===== src/hdl/dele_pkg.sv =====
package dele_pkg;

  localparam int VALUE_BITS_DEF = 32;
  localparam int COUNT_BITS_DEF = 16;
  localparam int CODE_BITS = 8;
  localparam int CFG_INDEX_BITS = 8;
  localparam int QUEUE_DEPTH = 2;
  localparam int DIGIT_BITS = 4;

  localparam logic [CODE_BITS-1:0] CHAR_ZERO = 8'h30;
  localparam logic [CODE_BITS-1:0] CHAR_NINE = 8'h39;
  localparam logic [CODE_BITS-1:0] ENTER_RESET = 8'd13;
  localparam logic [CODE_BITS-1:0] ERASE_RESET = 8'd8;
  localparam logic [DIGIT_BITS-1:0] RADIX = 4'd10;

  typedef enum logic [CFG_INDEX_BITS-1:0] {
    REG_ENTER = 8'd0,
    REG_ERASE = 8'd1
  } reg_index_t;

  typedef enum logic [1:0] {
    OP_IGNORE = 2'd0,
    OP_DIGIT  = 2'd1,
    OP_ERASE  = 2'd2,
    OP_ENTER  = 2'd3
  } op_t;

  typedef struct packed {
    op_t                  op;
    logic [CODE_BITS-1:0] ch;
  } cmd_t;

endpackage


===== src/hdl/dele_if.sv =====
interface dele_char_if import dele_pkg::*; ();
  logic                 valid;
  logic                 ready;
  logic [CODE_BITS-1:0] in_char;

  modport source(output valid, output in_char, input ready);
  modport sink(input valid, input in_char, output ready);
endinterface

interface dele_res_if import dele_pkg::*; #(
  parameter int VALUE_BITS = VALUE_BITS_DEF
) ();
  logic                  valid;
  logic                  ready;
  logic                  echo_valid;
  logic [CODE_BITS-1:0]  echo_char;
  logic                  done_res;
  logic [VALUE_BITS-1:0] value;
  logic                  wrapped;

  modport source(output valid, output echo_valid, output echo_char, output done_res,
                 output value, output wrapped, input ready);
  modport sink(input valid, input echo_valid, input echo_char, input done_res,
               input value, input wrapped, output ready);
endinterface


===== src/hdl/dele_front.sv =====
module dele_front import dele_pkg::*; (
  input  logic                      clk,
  input  logic                      rst,
  input  logic                      cfg_we,
  input  logic [CFG_INDEX_BITS-1:0] cfg_index,
  input  logic [CODE_BITS-1:0]      cfg_data,
  dele_char_if.sink                 chars,
  output logic                      push,
  output cmd_t                      push_cmd,
  input  logic                      full
);

  logic [CODE_BITS-1:0] enter_code;
  logic [CODE_BITS-1:0] erase_code;

  always_ff @(posedge clk) begin
    if (rst) begin
      enter_code <= ENTER_RESET;
      erase_code <= ERASE_RESET;
    end else if (cfg_we) begin
      unique case (cfg_index)
        REG_ENTER: enter_code <= cfg_data;
        REG_ERASE: erase_code <= cfg_data;
        default: ;
      endcase
    end
  end

  assign chars.ready = !full;
  assign push = chars.valid && !full;

  // The enter code wins over digits, and digits win over the erase code.
  always_comb begin
    push_cmd.ch = chars.in_char;
    if (chars.in_char == enter_code) begin
      push_cmd.op = OP_ENTER;
    end else if (chars.in_char >= CHAR_ZERO && chars.in_char <= CHAR_NINE) begin
      push_cmd.op = OP_DIGIT;
    end else if (chars.in_char == erase_code) begin
      push_cmd.op = OP_ERASE;
    end else begin
      push_cmd.op = OP_IGNORE;
    end
  end

endmodule


===== src/hdl/dele_queue.sv =====
module dele_queue import dele_pkg::*; (
  input  logic clk,
  input  logic rst,
  input  logic push,
  input  cmd_t push_cmd,
  output logic full,
  input  logic pop,
  output logic head_valid,
  output cmd_t head_cmd
);

  localparam int PTR_BITS = (QUEUE_DEPTH > 1) ? $clog2(QUEUE_DEPTH) : 1;
  localparam int FILL_BITS = $clog2(QUEUE_DEPTH + 1);

  cmd_t                 entries [QUEUE_DEPTH];
  logic [PTR_BITS-1:0]  wptr;
  logic [PTR_BITS-1:0]  rptr;
  logic [FILL_BITS-1:0] fill;

  assign full = (fill == FILL_BITS'(QUEUE_DEPTH));
  assign head_valid = (fill != '0);
  assign head_cmd = entries[rptr];

  always_ff @(posedge clk) begin
    if (push) begin
      entries[wptr] <= push_cmd;
    end
  end

  always_ff @(posedge clk) begin
    if (rst) begin
      wptr <= '0;
      rptr <= '0;
      fill <= '0;
    end else begin
      if (push) begin
        wptr <= (wptr == PTR_BITS'(QUEUE_DEPTH - 1)) ? '0 : wptr + 1'b1;
      end
      if (pop) begin
        rptr <= (rptr == PTR_BITS'(QUEUE_DEPTH - 1)) ? '0 : rptr + 1'b1;
      end
      if (push && !pop) begin
        fill <= fill + 1'b1;
      end else if (pop && !push) begin
        fill <= fill - 1'b1;
      end
    end
  end

endmodule


===== src/hdl/dele_back.sv =====
module dele_back import dele_pkg::*; #(
  parameter int VALUE_BITS = VALUE_BITS_DEF,
  parameter int COUNT_BITS = COUNT_BITS_DEF
) (
  input  logic        clk,
  input  logic        rst,
  input  logic        head_valid,
  input  cmd_t        head_cmd,
  output logic        pop,
  dele_res_if.source  results
);

  localparam int PROD_BITS = VALUE_BITS + DIGIT_BITS;
  localparam int RECIP_SHIFT = VALUE_BITS + 3;
  localparam logic [PROD_BITS-1:0] RECIP_POW = {1'b1, {RECIP_SHIFT{1'b0}}};
  localparam logic [PROD_BITS-1:0] RECIP_WIDE =
    RECIP_POW / {{VALUE_BITS{1'b0}}, RADIX} + 1'b1;
  localparam logic [VALUE_BITS-1:0] RECIP = RECIP_WIDE[VALUE_BITS-1:0];

  logic [VALUE_BITS-1:0]   acc;
  logic [COUNT_BITS-1:0]   cnt;
  logic                    wrap;
  logic                    out_valid;

  logic                    can_out;
  logic [CODE_BITS-1:0]    digit_full;
  logic [PROD_BITS-1:0]    acc_ext;
  logic [PROD_BITS-1:0]    prod;
  logic                    wrap_now;
  logic [2*VALUE_BITS-1:0] recip_prod;
  logic [VALUE_BITS-1:0]   acc_tenth;

  logic                    res_echo_valid;
  logic [CODE_BITS-1:0]    res_echo_char;
  logic                    res_done;
  logic [VALUE_BITS-1:0]   res_value;
  logic                    res_wrapped;

  assign can_out = !out_valid || results.ready;
  assign results.valid = out_valid;
  assign pop = head_valid && can_out;

  assign digit_full = head_cmd.ch - CHAR_ZERO;
  assign acc_ext = {{DIGIT_BITS{1'b0}}, acc};
  assign prod = (acc_ext << 3) + (acc_ext << 1)
              + {{VALUE_BITS{1'b0}}, digit_full[DIGIT_BITS-1:0]};
  assign wrap_now = (prod[PROD_BITS-1:VALUE_BITS] != '0);

  // Division by ten as a multiplication by the rounded-up reciprocal.
  assign recip_prod = {{VALUE_BITS{1'b0}}, acc} * {{VALUE_BITS{1'b0}}, RECIP};
  assign acc_tenth = {3'b000, recip_prod[2*VALUE_BITS-1:RECIP_SHIFT]};

  always_comb begin
    res_echo_valid = 1'b0;
    res_echo_char = '0;
    res_done = 1'b0;
    res_value = '0;
    res_wrapped = wrap;
    case (head_cmd.op)
      OP_ENTER: begin
        res_done = 1'b1;
        res_value = acc;
      end
      OP_DIGIT: begin
        res_echo_valid = 1'b1;
        res_echo_char = head_cmd.ch;
        res_wrapped = wrap | wrap_now;
      end
      OP_ERASE: begin
        if (cnt != '0) begin
          res_echo_valid = 1'b1;
          res_echo_char = head_cmd.ch;
        end
      end
      default: ;
    endcase
  end

  always_ff @(posedge clk) begin
    if (rst) begin
      acc <= '0;
      cnt <= '0;
      wrap <= 1'b0;
      out_valid <= 1'b0;
    end else begin
      if (pop) begin
        case (head_cmd.op)
          OP_ENTER: begin
            acc <= '0;
            cnt <= '0;
            wrap <= 1'b0;
          end
          OP_DIGIT: begin
            acc <= prod[VALUE_BITS-1:0];
            wrap <= wrap | wrap_now;
            if (cnt != '1) begin
              cnt <= cnt + 1'b1;
            end
          end
          OP_ERASE: begin
            if (cnt != '0) begin
              acc <= acc_tenth;
              cnt <= cnt - 1'b1;
            end
          end
          default: ;
        endcase
      end
      if (pop) begin
        out_valid <= 1'b1;
      end else if (results.ready) begin
        out_valid <= 1'b0;
      end
    end
  end

  always_ff @(posedge clk) begin
    if (pop) begin
      results.echo_valid <= res_echo_valid;
      results.echo_char <= res_echo_char;
      results.done_res <= res_done;
      results.value <= res_value;
      results.wrapped <= res_wrapped;
    end
  end

  a_enter_clears: assert property (@(posedge clk) disable iff (rst)
    (pop && head_cmd.op == OP_ENTER) |=> (acc == '0 && cnt == '0 && !wrap))
    else $error("enter request did not clear the entry state");

  a_pop_has_head: assert property (@(posedge clk) disable iff (rst)
    pop |-> head_valid)
    else $error("queue popped while empty");

  a_result_held: assert property (@(posedge clk) disable iff (rst)
    (out_valid && !results.ready) |=>
      (out_valid && $stable(results.value) && $stable(results.echo_char)))
    else $error("waiting result changed or was dropped");

  a_wrap_sticky: assert property (@(posedge clk) disable iff (rst)
    (wrap && !(pop && head_cmd.op == OP_ENTER)) |=> wrap)
    else $error("wrap flag cleared before the enter request");

endmodule


===== src/hdl/decimal_entry_line_editor.sv =====
// Channel    Role     Handshake      Payload
// chars      sink     valid/ready    in_char
// results    source   valid/ready    echo_valid, echo_char, done_res, value, wrapped
// cfg        write    cfg_we         cfg_index (0 enter_code, 1 erase_code), cfg_data
//
// Each request, an erase included, is executed on pop into the registered result, so a
// request can be accepted every cycle while the output is free or results.ready is high.
// A two-entry queue separates classification from execution.
// Synchronous active-high reset sets the codes to 13 and 8 and clears the control state.
// A result waits in the output register while results.ready is low; once the queue holds
// two requests, chars.ready goes low.
module decimal_entry_line_editor import dele_pkg::*; #(
  parameter int VALUE_BITS = VALUE_BITS_DEF,
  parameter int COUNT_BITS = COUNT_BITS_DEF
) (
  input  logic                      clk,
  input  logic                      rst,
  input  logic                      cfg_we,
  input  logic [CFG_INDEX_BITS-1:0] cfg_index,
  input  logic [CODE_BITS-1:0]      cfg_data,
  dele_char_if.sink                 chars,
  dele_res_if.source                results
);

  logic push;
  logic full;
  logic pop;
  logic head_valid;
  cmd_t push_cmd;
  cmd_t head_cmd;

  dele_front u_front (
    .clk       (clk),
    .rst       (rst),
    .cfg_we    (cfg_we),
    .cfg_index (cfg_index),
    .cfg_data  (cfg_data),
    .chars     (chars),
    .push      (push),
    .push_cmd  (push_cmd),
    .full      (full)
  );

  dele_queue u_queue (
    .clk        (clk),
    .rst        (rst),
    .push       (push),
    .push_cmd   (push_cmd),
    .full       (full),
    .pop        (pop),
    .head_valid (head_valid),
    .head_cmd   (head_cmd)
  );

  dele_back #(
    .VALUE_BITS (VALUE_BITS),
    .COUNT_BITS (COUNT_BITS)
  ) u_back (
    .clk        (clk),
    .rst        (rst),
    .head_valid (head_valid),
    .head_cmd   (head_cmd),
    .pop        (pop),
    .results    (results)
  );

endmodule

===== src/flat_wrapper.sv =====
// flat-port wrapper written by rule: the top's interface ports become plain ports
module decimal_entry_line_editor_flat import dele_pkg::*;
#(
  parameter int VALUE_BITS = VALUE_BITS_DEF,
  parameter int COUNT_BITS = COUNT_BITS_DEF
)
  (clk, rst, cfg_we, cfg_index, cfg_data, chars_valid, chars_in_char, chars_ready, results_valid, results_echo_valid, results_echo_char, results_done_res, results_value, results_wrapped, results_ready);
  dele_char_if chars_i ();
  dele_res_if #(.VALUE_BITS(VALUE_BITS)) results_i ();
  input  logic clk;
  input  logic rst;
  input  logic cfg_we;
  input  logic [CFG_INDEX_BITS-1:0] cfg_index;
  input  logic [CODE_BITS-1:0] cfg_data;
  input wire logic [$bits(chars_i.valid)-1:0] chars_valid;
  input wire logic [$bits(chars_i.in_char)-1:0] chars_in_char;
  output wire logic [$bits(chars_i.ready)-1:0] chars_ready;
  output wire logic [$bits(results_i.valid)-1:0] results_valid;
  output wire logic [$bits(results_i.echo_valid)-1:0] results_echo_valid;
  output wire logic [$bits(results_i.echo_char)-1:0] results_echo_char;
  output wire logic [$bits(results_i.done_res)-1:0] results_done_res;
  output wire logic [$bits(results_i.value)-1:0] results_value;
  output wire logic [$bits(results_i.wrapped)-1:0] results_wrapped;
  input wire logic [$bits(results_i.ready)-1:0] results_ready;
  assign chars_i.valid = chars_valid;
  assign chars_i.in_char = chars_in_char;
  assign chars_ready = chars_i.ready;
  assign results_valid = results_i.valid;
  assign results_echo_valid = results_i.echo_valid;
  assign results_echo_char = results_i.echo_char;
  assign results_done_res = results_i.done_res;
  assign results_value = results_i.value;
  assign results_wrapped = results_i.wrapped;
  assign results_i.ready = results_ready;
  decimal_entry_line_editor #(.VALUE_BITS(VALUE_BITS), .COUNT_BITS(COUNT_BITS)) u_core (.clk(clk), .rst(rst), .cfg_we(cfg_we), .cfg_index(cfg_index), .cfg_data(cfg_data), .chars(chars_i), .results(results_i));
endmodule

===== config.mk =====
export PLATFORM = sky130hd
export DESIGN_NAME = decimal_entry_line_editor_flat
export DESIGN_NICKNAME = d
export VERILOG_FILES = /design/src/hdl/dele_pkg.sv /design/src/hdl/dele_if.sv /design/src/hdl/dele_front.sv /design/src/hdl/dele_queue.sv /design/src/hdl/dele_back.sv /design/src/hdl/decimal_entry_line_editor.sv /design/src/flat_wrapper.sv
export SDC_FILE = /design/constraint.sdc
export NUM_CORES = 1
export LEC_CHECK = 0
export BUFFER_PORTS_ARGS = -buffer_cell sky130_fd_sc_hd__buf_4
export CAP_MARGIN = 20
export CORE_UTILIZATION = 65
export DETAILED_ROUTE_END_ITERATION = 10
export PLACE_DENSITY = 0.83
export SETUP_SLACK_MARGIN = 0.4
export SLEW_MARGIN = 25
export SYNTH_ARGS = -nofsm -noshare
export SYNTH_HDL_FRONTEND = slang
export SYNTH_SLANG_ARGS = --single-unit

===== constraint.sdc =====
create_clock -name clk -period 15.3 [get_ports clk]
set_input_delay 0 -clock clk [delete_from_list [all_inputs] [get_ports clk]]
set_output_delay 0 -clock clk [all_outputs]
set_load 0.02 [all_outputs]

==> results of run 1 <==
[layout by cell type (no fill, tap or decap), drive strengths merged, types with 18 or more instances in the layout]
cell / instances
xnor2: 55
nor3: 28
xor2: 73
ha: 429
nor2: 99
dlygate4sd3: 18
mux2i: 26
a31oi: 20
a21o: 51
and3: 19
fa: 390
a21oi: 121
edfxtp: 63
nand2: 124
clkbuf: 22
buf: 84
nand4: 26
dfxtp: 71
o21ai: 89
and2: 44
nand3: 37
inv: 605
a22oi: 24
[kinds of logic after synthesis]
logic type,synth area share
fa+ha+maj,0.5220
buf+inv,0.09641
simple gates,0.08367
flops,0.1313
mux,0.01209
xor+xnor,0.04441
compound gates,0.1102
[worst max-delay path: stages (launching register included)]
cell       delay [ps]
dfxtp_1           860
ha_1              560
inv_1             220
fa_1              570
inv_1              50
fa_1              510
inv_1              60
fa_1              510
inv_1              60
fa_1              550
fa_1              460
fa_1              540
fa_1              470
ha_1              390
nand4_1           200
nor3_1            310
nor4b_2           360
o211ai_1          230
a2111oi_2         620
mux2i_1           260
o31ai_1            90
a311oi_1          230
[power groups by stage]
stage	clock network, mW	registers [mW]	logic, mW
finish	0.401	0.518	1.28
global route	0.415	0.524	1.40
CTS	0.399	0.518	1.26
detailed placement	0	0.524	1.23
global placement	0	0.522	1.21
floorplan	0	0.565	0.762
[state kept, by name, indices dropped and copies added, names as in the netlist, 2 cells and up, named ones only]
register	cells
u_core.u_back.acc	32
u_core.u_back.results.value	32
u_core.u_queue.entries	20
u_core.u_back.cnt	16
u_core.u_back.results.echo_char	8
u_core.u_front.enter_code	8
u_core.u_front.erase_code	8
u_core.u_queue.fill	2
[path summary, 6_finish.rpt]
kind                            cells past startpoint                     to             startpoint  slack, ps
worst max register to register                     21  u_core.u_back.acc[26]   u_core.u_back.acc[8]       7070
worst min register to register                      2  u_core.u_back.acc[30]  u_core.u_back.acc[30]        450
worst max-delay path                               21  u_core.u_back.acc[26]   u_core.u_back.acc[8]       7070
worst min-delay path                                2   u_core.u_back.cnt[7]                    rst         50
[through the flow]
step	total power, mW	area, µm²	worst slack, ps	hold WS [ps]
after global placement	1.728	26330	7173	227.0
after floorplan	1.327	25240	8497	98.87
final	2.195	27080	7074	47.00
after global routing	2.339	27080	6846	58.54
after detailed placement	1.755	26330	7186	234.0
after CTS	2.176	27080	7138	44.49
[layout make-up]
cell class | count | area (µm²) | area share
Multi-Input combinational cell | 1837 | 19490 | 0.7199
Timing Repair Buffer | 102 | 810.8 | 0.02994
Clock buffer | 22 | 486.7 | 0.01797
Sequential cell | 134 | 3313 | 0.1223
Tap cell | 511 | 639.4 | 0.02361
Inverter | 600 | 2252 | 0.08316
Clock inverter | 10 | 83.83 | 0.003096
[layer usage]
metal	track usage	vias to the layer above
met5	0	-
met4	0.2142	0
met3	0.09215	252
met2	0.6354	944
met1	0.4999	9698
li1	-	8732
==> flow_summary.json, run 1 <==
{
  "synth_commonest_cells": "inv_1, ha_1, fa_1, nand2_1, a21oi_1",
  "outcome": "finished, final reports clean",
  "wl_met2_um": 34530,
  "num_rows": 71,
  "layout-drive-gt1-share": 0.04843,
  "syn-num-nets": 3467,
  "die_w_um": 199.1,
  "yosys_warnings": 0,
  "io_pins": 74,
  "drv_slew": 0,
  "cp.required_ps": 15630,
  "ys_top_cells_by_area": "fa_1, ha_1, inv_1",
  "htreeDepth": 4,
  "clk_pin_slew_ps": 70,
  "min_path_type": "input port to flip-flop",
  "tns_ps": 0,
  "synth_area_per_cell_um2": 9.638,
  "grt_setup_unrepaired": "no",
  "timing.fmax_mhz": 121.6,
  "grt_usage": 0.3973,
  "num_vias": 19626,
  "clockBufferDepth": 2,
  "grt_first_pass_wirelength_um": 117100,
  "clock_latency_ps": 430,
  "synth_cell_type_count": 72,
  "relSlewSlack": 0.3353,
  "cts_sinks": 134,
  "p_switching_mw": 1.029,
  "clkPwrFrac": 0.183,
  "end_kind": "flip-flop",
  "dpl.hpwl_um": 62850,
  "power_leakage_nw": 14.73,
  "dp_cells": 3166,
  "cts_resized": 0,
  "yosysSeqAreaShare": 0.1313,
  "wl_per_cell_um": 23.25,
  "powerDensity_mw_per_mm2": 81.07,
  "nFillCells": 2848,
  "worstMarginPinSlew_ps": 989.4,
  "finalClockSkew_ps": 12.83,
  "antenna_found_initial": 0,
  "antenna_left": 0,
  "antenna_cells": 0,
  "grt_max_degree": 51,
  "final_hold_viol_count": 0,
  "grt_overflow": 0,
  "p_comb_frac": 0.581,
  "worstPathArrival_ps": 8560,
  "dr_wl_met3_um": 6755,
  "dieArea_mm2": 0.03962,
  "synth_top_area_share": 0.3093,
  "post_cts_buffers": 0,
  "firstDrtPassIters": 6,
  "routed_wl_um": 74780,
  "synth-seq-cells": 134,
  "grt_pass1_vias": 20835,
  "synth_largest_area_cell": "fa_1",
  "synth_edf_count": 63,
  "highest_layer": "met4",
  "nNetsFinal": 3540,
  "cts_root_buf": "clkbuf_16",
  "fin_crit_sh": 0.5376,
  "ir_drop_mv": 0.2181,
  "syn_to_final_growth_pct": 7.287,
  "p_int_mw": 1.166,
  "synthFlopType": "dfxtp_1",
  "cts_buffers": 17,
  "switching_share": 0.4687,
  "syn_inst": 2619,
  "seq_power_share": 0.236,
  "cts_tree": "yes",
  "drc_errors": 0,
  "synthArstFlopShare": 0,
  "post-route-min-period_ps": 8226,
  "gp_congestion": 1.063,
  "critPathLaunchType": "flip-flop",
  "ctsHoldBuffers": 18,
  "dr.first_iter.drc_count": 1777,
  "syn_area_mm2": 0.02524,
  "final_cells": 3216,
  "post-route-util": 0.7139,
  "synth.most_common_cell": "inv_1",
  "path_class": "flip-flop to flip-flop",
  "initial_core_util": 0.6654,
  "m1WireLength_um": 29160,
  "port_buffers": 73,
  "setup_viol": 0,
  "cp_max_fo": 11,
  "die_height_um": 199.1,
  "post_drt_via_cell_ratio": 6.103,
  "maxCapViolations": 0,
  "fp.coreArea_mm2": 0.03793
}
No activity file was read; power rests on OpenSTA's default activity.
==> run 2: changes to the inputs <==
- ABC_AREA: not set -> 1
- CORE_UTILIZATION: 65 -> 60
- PLACE_DENSITY: 0.83 -> 0.8
- clock period: 15.3 -> 7.1 ns (I/O delays scaled with it)
==> run 2 against run 1 <==
Net effect:
- area after synthesis grew 10%
- fmax grew 23%
- clock power grew 140%
- critical path type unchanged
- largest cell class unchanged
- highest routed layer is now met5
==> flow_summary.json, run 2 <==
{
  "outcome": "finished, final reports clean",
  "dp_cells": 4355,
  "antenna_cells": 0,
  "syn_area_mm2": 0.02788,
  "firstDrtPassIters": 6,
  "synth_edf_count": 63,
  "final_area_mm2": 0.03149,
  "maxCapViolations": 0,
  "min_path_type": "input port to flip-flop",
  "synth_cell_type_count": 62,
  "cp_common_cell": "nand2_1",
  "relSlewSlack": 0.2036,
  "routed_wl_um": 95800,
  "grt_overflow": 0,
  "fp.coreArea_mm2": 0.04558,
  "clk_pin_slew_ps": 70,
  "synth-xor-area-share": 0.02167,
  "synth_largest_area_cell": "fa_1",
  "grt_usage": 0.4170,
  "power_leakage_nw": 18.37,
  "dieArea_mm2": 0.04734,
  "cts_tree": "yes",
  "synth_top_family_by_area": "adder cells",
  "placed_area_mm2": 0.03011,
  "setup_viol": 0,
  "synthArstFlopShare": 0,
  "synthSimpleGateAreaFrac": 0.1852,
  "antenna_left": 0,
  "critPathSlowestCell": "fa_2",
  "num_rows": 78,
  "wl_per_cell_um": 21.67,
  "final_hold_viol_count": 0,
  "layout_common_cells": "inv_1, nand2_1, ha_1",
  "cts_root_buf": "clkbuf_16",
  "ir_drop_mv": 0.2946,
  "synth_commonest_cells": "inv_1, nand2_1, ha_1, fa_1, nor2_1",
  "syn_to_final_growth_pct": 12.94,
  "finalClockSkew_ps": 17.65,
  "synth.most_common_cell": "inv_1",
  "fin_ws_ps": 417.4,
  "clock_latency_ps": 480,
  "worstPathArrival_ps": 7080,
  "synth_area_per_cell_um2": 7.819,
  "grt_first_pass_wirelength_um": 144100,
  "antenna_found_initial": 2,
  "cp.required_ps": 7500,
  "path_class": "flip-flop to flip-flop",
  "end_kind": "flip-flop",
  "post-route-min-period_ps": 6683,
  "initial_core_util": 0.6118,
  "die_height_um": 217.6,
  "htreeDepth": 4,
  "critPathLaunchType": "flip-flop",
  "cts_buffers": 17,
  "grt_pass1_vias": 24363,
  "dpl.hpwl_um": 79840,
  "yosys_warnings": 0,
  "syn_inst": 3566,
  "grt_max_degree": 52,
  "drc_errors": 0,
  "preCtsSetupSlack_ps": 155.0,
  "synth_compound_gate_area_share": 0.06479,
  "synth-seq-cells": 134,
  "nNetsFinal": 4656,
  "final_common_cell": "inv_1",
  "port_buffers": 73,
  "layout-drive-gt1-share": 0.1118,
  "fin_crit_sh": 0.9412,
  "cp_slowest_stage_delay_ps": 700,
  "num_vias": 24697,
  "drv_slew": 0,
  "top_regs": "u_core.u_back.acc (32), u_core.u_back.results.value (32), u_core.u_queue.entries (20)",
  "muxShareOfSynthArea": 0.001436,
  "post-route-util": 0.6910,
  "tns_ps": 0,
  "grt_setup_unrepaired": "yes",
  "timing.fmax_mhz": 149.6,
  "syn-num-nets": 4414,
  "synth_top_area_share": 0.2800,
  "worstMarginPinSlew_ps": 1182,
  "cts_sinks": 134,
  "io_pins": 74,
  "cp_max_fo": 4,
  "dr.first_iter.drc_count": 2849,
  "clockBufferDepth": 2,
  "yosysSeqAreaShare": 0.1188,
  "powerDensity_mw_per_mm2": 125.9,
  "post_drt_via_cell_ratio": 5.586,
  "synth-adder-area-share": 0.4725,
  "die_w_um": 217.6,
  "gp_congestion": 1.112,
  "final_cells": 4421,
  "ys_top_cells_by_area": "fa_1, ha_1, inv_1",
  "synthFlopType": "dfxtp_1"
}
run 2: area by class of cell:
class	count	area [µm²]
flip-flops and latches	134	3364
repair buffers	252	1977
clock inverters	14	152.6
well taps	600	750.7
clock buffers	18	450.4
multi-input cells	2440	21170
inverters	963	3627
fillers	3757	14080
run 2: worst max-delay path: cells and delay by family (launching register included):
kind / cells / cell delay, ps
adder cells (fa/ha/maj): 9 / 4420
flip-flops: 1 / 460
AND/OR/NAND/NOR: 11 / 1070
AO/OA/AOI/OAI: 2 / 330
buffers and inverters: 3 / 320
run 2: repair_timing:
action                                  CTS  global route
endpoints found under the hold margin    35             0
pin swaps                                 2             9
endpoints found under the setup margin   15            29
resized for setup                        17            98
buffers inserted                          0             6
hold buffers                             28             0
run 2: routing by layer:
layer / track usage / routed length [µm] / vias up
met4: 0.2552 / 7091 / 4
met2: 0.6193 / 40430 / 1476
li1: - / - / 11336
met5: 0 / 23 / -
met1: 0.5480 / 36940 / 11521
met3: 0.1024 / 11330 / 360
run 2: worst paths after layout:
kind,startpoint,to,slack (ps),cells past startpoint
max,u_core.u_back.acc[24],u_core.u_back.acc[11],420,25
min,rst,u_core.u_back.cnt[0],110,2
max reg2reg,u_core.u_back.acc[24],u_core.u_back.acc[11],420,25
min reg2reg,u_core.u_queue.rptr,flip-flop,470,1
run 2: cell families after synthesis:
kind of cell    count (synthesis)
compound gates                326
xor+xnor                       69
mux                             4
flops                         134
simple gates                 1222
fa+ha+maj                     819
buf+inv                       992
run 2: report_power, final:
group | leakage [nW] | switching, mW | total (mW) | internal [mW]
registers | 1.21 | 0.102 | 1.13 | 1.02
logic | 16.9 | 1.30 | 1.89 | 0.590
clock network | 0.298 | 0.459 | 0.951 | 0.492
total | 18.4 | 1.86 | 3.97 | 2.10
run 2: through the flow:
step	power (mW)	hold WS [ps]
after floorplan	2.294	98.87
after global placement	2.881	214.0
after detailed placement	2.915	221.4
after CTS	3.880	57.37
after global routing	4.150	98.04
final	3.965	107.1
==> run 3: changes to the inputs <==
- REMOVE_ABC_BUFFERS: not set -> 1
==> run 3 against run 2 <==
Net effect:
- utilization about the same
- clock skew decreased by 3.5 ps
- non-clock buffer count down 25
- clock power up 4.6%
- largest cell class unchanged
- largest power group unchanged
- first-iteration DRC count shrank 30%
- fmax grew 1.4%
==> flow_summary.json, run 3 (same netlist as run 2, synthesis figures left out) <==
{
  "outcome": "finished, final reports clean",
  "drc_errors": 0,
  "grt_setup_unrepaired": "yes",
  "post_drt_via_cell_ratio": 5.566,
  "clk_pin_slew_ps": 80,
  "htreeDepth": 4,
  "powerDensity_mw_per_mm2": 125.0,
  "placed_area_mm2": 0.02979,
  "final_cells": 4397,
  "antenna_left": 0,
  "post-route-util": 0.6906,
  "cts_buffers": 17,
  "layout_common_cells": "inv_1, nand2_1, ha_1",
  "finalClockSkew_ps": 14.19,
  "critPathLaunchType": "flip-flop",
  "p_int_mw": 2.119,
  "fp.coreArea_mm2": 0.04558,
  "clock_latency_ps": 500,
  "final_common_cell": "inv_1",
  "die_height_um": 217.6,
  "die_w_um": 217.6,
  "p_comb_frac": 0.464,
  "p_switching_mw": 1.817,
  "top_regs": "u_core.u_back.acc (32), u_core.u_back.results.value (32), u_core.u_queue.entries (20)",
  "grt_usage": 0.4188,
  "num_vias": 24472,
  "worstMarginPinSlew_ps": 1012,
  "preCtsSetupSlack_ps": -177.9,
  "dr.first_iter.drc_count": 2008,
  "fin_crit_sh": 0.9284,
  "port_buffers": 73,
  "syn_to_final_growth_pct": 12.87,
  "whs_ps": 46.21,
  "critPathSlowestCell": "fa_1",
  "final_area_mm2": 0.03147,
  "rr_startpoint": "u_core.u_back.acc[16]",
  "worstPathArrival_ps": 6990,
  "reg2reg_slack_ps": 510,
  "tns_ps": 0,
  "ir_drop_mv": 0.4842,
  "final_hold_viol_count": 0,
  "cp.required_ps": 7490,
  "path_buf_inv": 7,
  "critical-path-top-delay-family": "adder cells",
  "power_leakage_nw": 18.25,
  "maxCapViolations": 0,
  "initial_core_util": 0.6118,
  "antenna_found_initial": 2,
  "dieArea_mm2": 0.04734,
  "nNetsFinal": 4631,
  "routed_wl_um": 96550,
  "cp_max_fo": 4,
  "p_total_mw": 3.935,
  "setup_viol": 0,
  "cp_slowest_stage_delay_ps": 580,
  "firstDrtPassIters": 6,
  "relSlewSlack": 0.3231,
  "end_kind": "flip-flop",
  "fin_ws_ps": 508.2,
  "timing.fmax_mhz": 151.7,
  "grt_max_degree": 52,
  "min_path_type": "input port to flip-flop",
  "cts_tree": "yes",
  "clkPwrFrac": 0.253,
  "cts_root_buf": "clkbuf_16",
  "io_pins": 74,
  "wl_per_cell_um": 21.96,
  "grt_overflow": 0,
  "dpl.hpwl_um": 80580,
  "cts_sinks": 134,
  "grt_pass1_vias": 24659,
  "seq_power_share": 0.283,
  "path_class": "flip-flop to flip-flop",
  "hp-start": "rst",
  "post-route-min-period_ps": 6592,
  "dp_cells": 4312,
  "gp_congestion": 1.078,
  "clockBufferDepth": 2,
  "critPathLaunch": "u_core.u_back.acc[16]",
  "switching_share": 0.4616,
  "num_rows": 78,
  "grt_first_pass_wirelength_um": 145100,
  "drv_slew": 0,
  "layout-drive-gt1-share": 0.1080
}
## run 3: cell count changes in the layout (fill, tap and decap cells not counted), sizes merged
cell / delta
clkinvlp: -1
diode: +1
clkinv: -1
inv: +1
clkbuf: +1
buf: -28
dlygate4sd3: +3
## run 3: layer usage
layer  global-route usage  part of all wire  routed length [µm]
met1               0.5097              0.37               35780
met2               0.6701              0.45               43810
met3              0.09233             0.095                9172
met4               0.2723             0.080                7762
met5                    0           0.00026                  25
## run 3: power groups by stage
stage / registers, mW / logic (mW) / clock network [mW]
after floorplan: 1.25 / 0.967 / 0
after global placement: 1.13 / 1.73 / 0
final: 1.11 / 1.83 / 0.995
after CTS: 1.11 / 1.78 / 0.995
after global routing: 1.13 / 1.97 / 1.02
after detailed placement: 1.13 / 1.75 / 0
## run 3: final timing paths
kind	end	cells past startpoint
worst min register to register	u_core.u_back.cnt[13]	2
worst max register to register	u_core.u_back.acc[15]	28
worst min-delay path	u_core.u_back.results.valid	2
worst max-delay path	u_core.u_back.acc[15]	28
## run 3: cell type report
class	instances	area (µm²)
timing repair buffer	227	1789
clock buffer	19	475.5
sequential	134	3379
tap	600	750.7
multi-input combinational	2440	21310
fill	3712	14100
inverter	963	3623
clock inverter	13	143.9
antenna	1	2.502
## run 3: timing repair
item                                   CTS  global route
hold buffers                            31             0
pin swaps                                0            13
endpoints found under the hold margin   36             0
resized for setup                       20           125
setup endpoints to repair               24            29
buffers inserted                         0            21
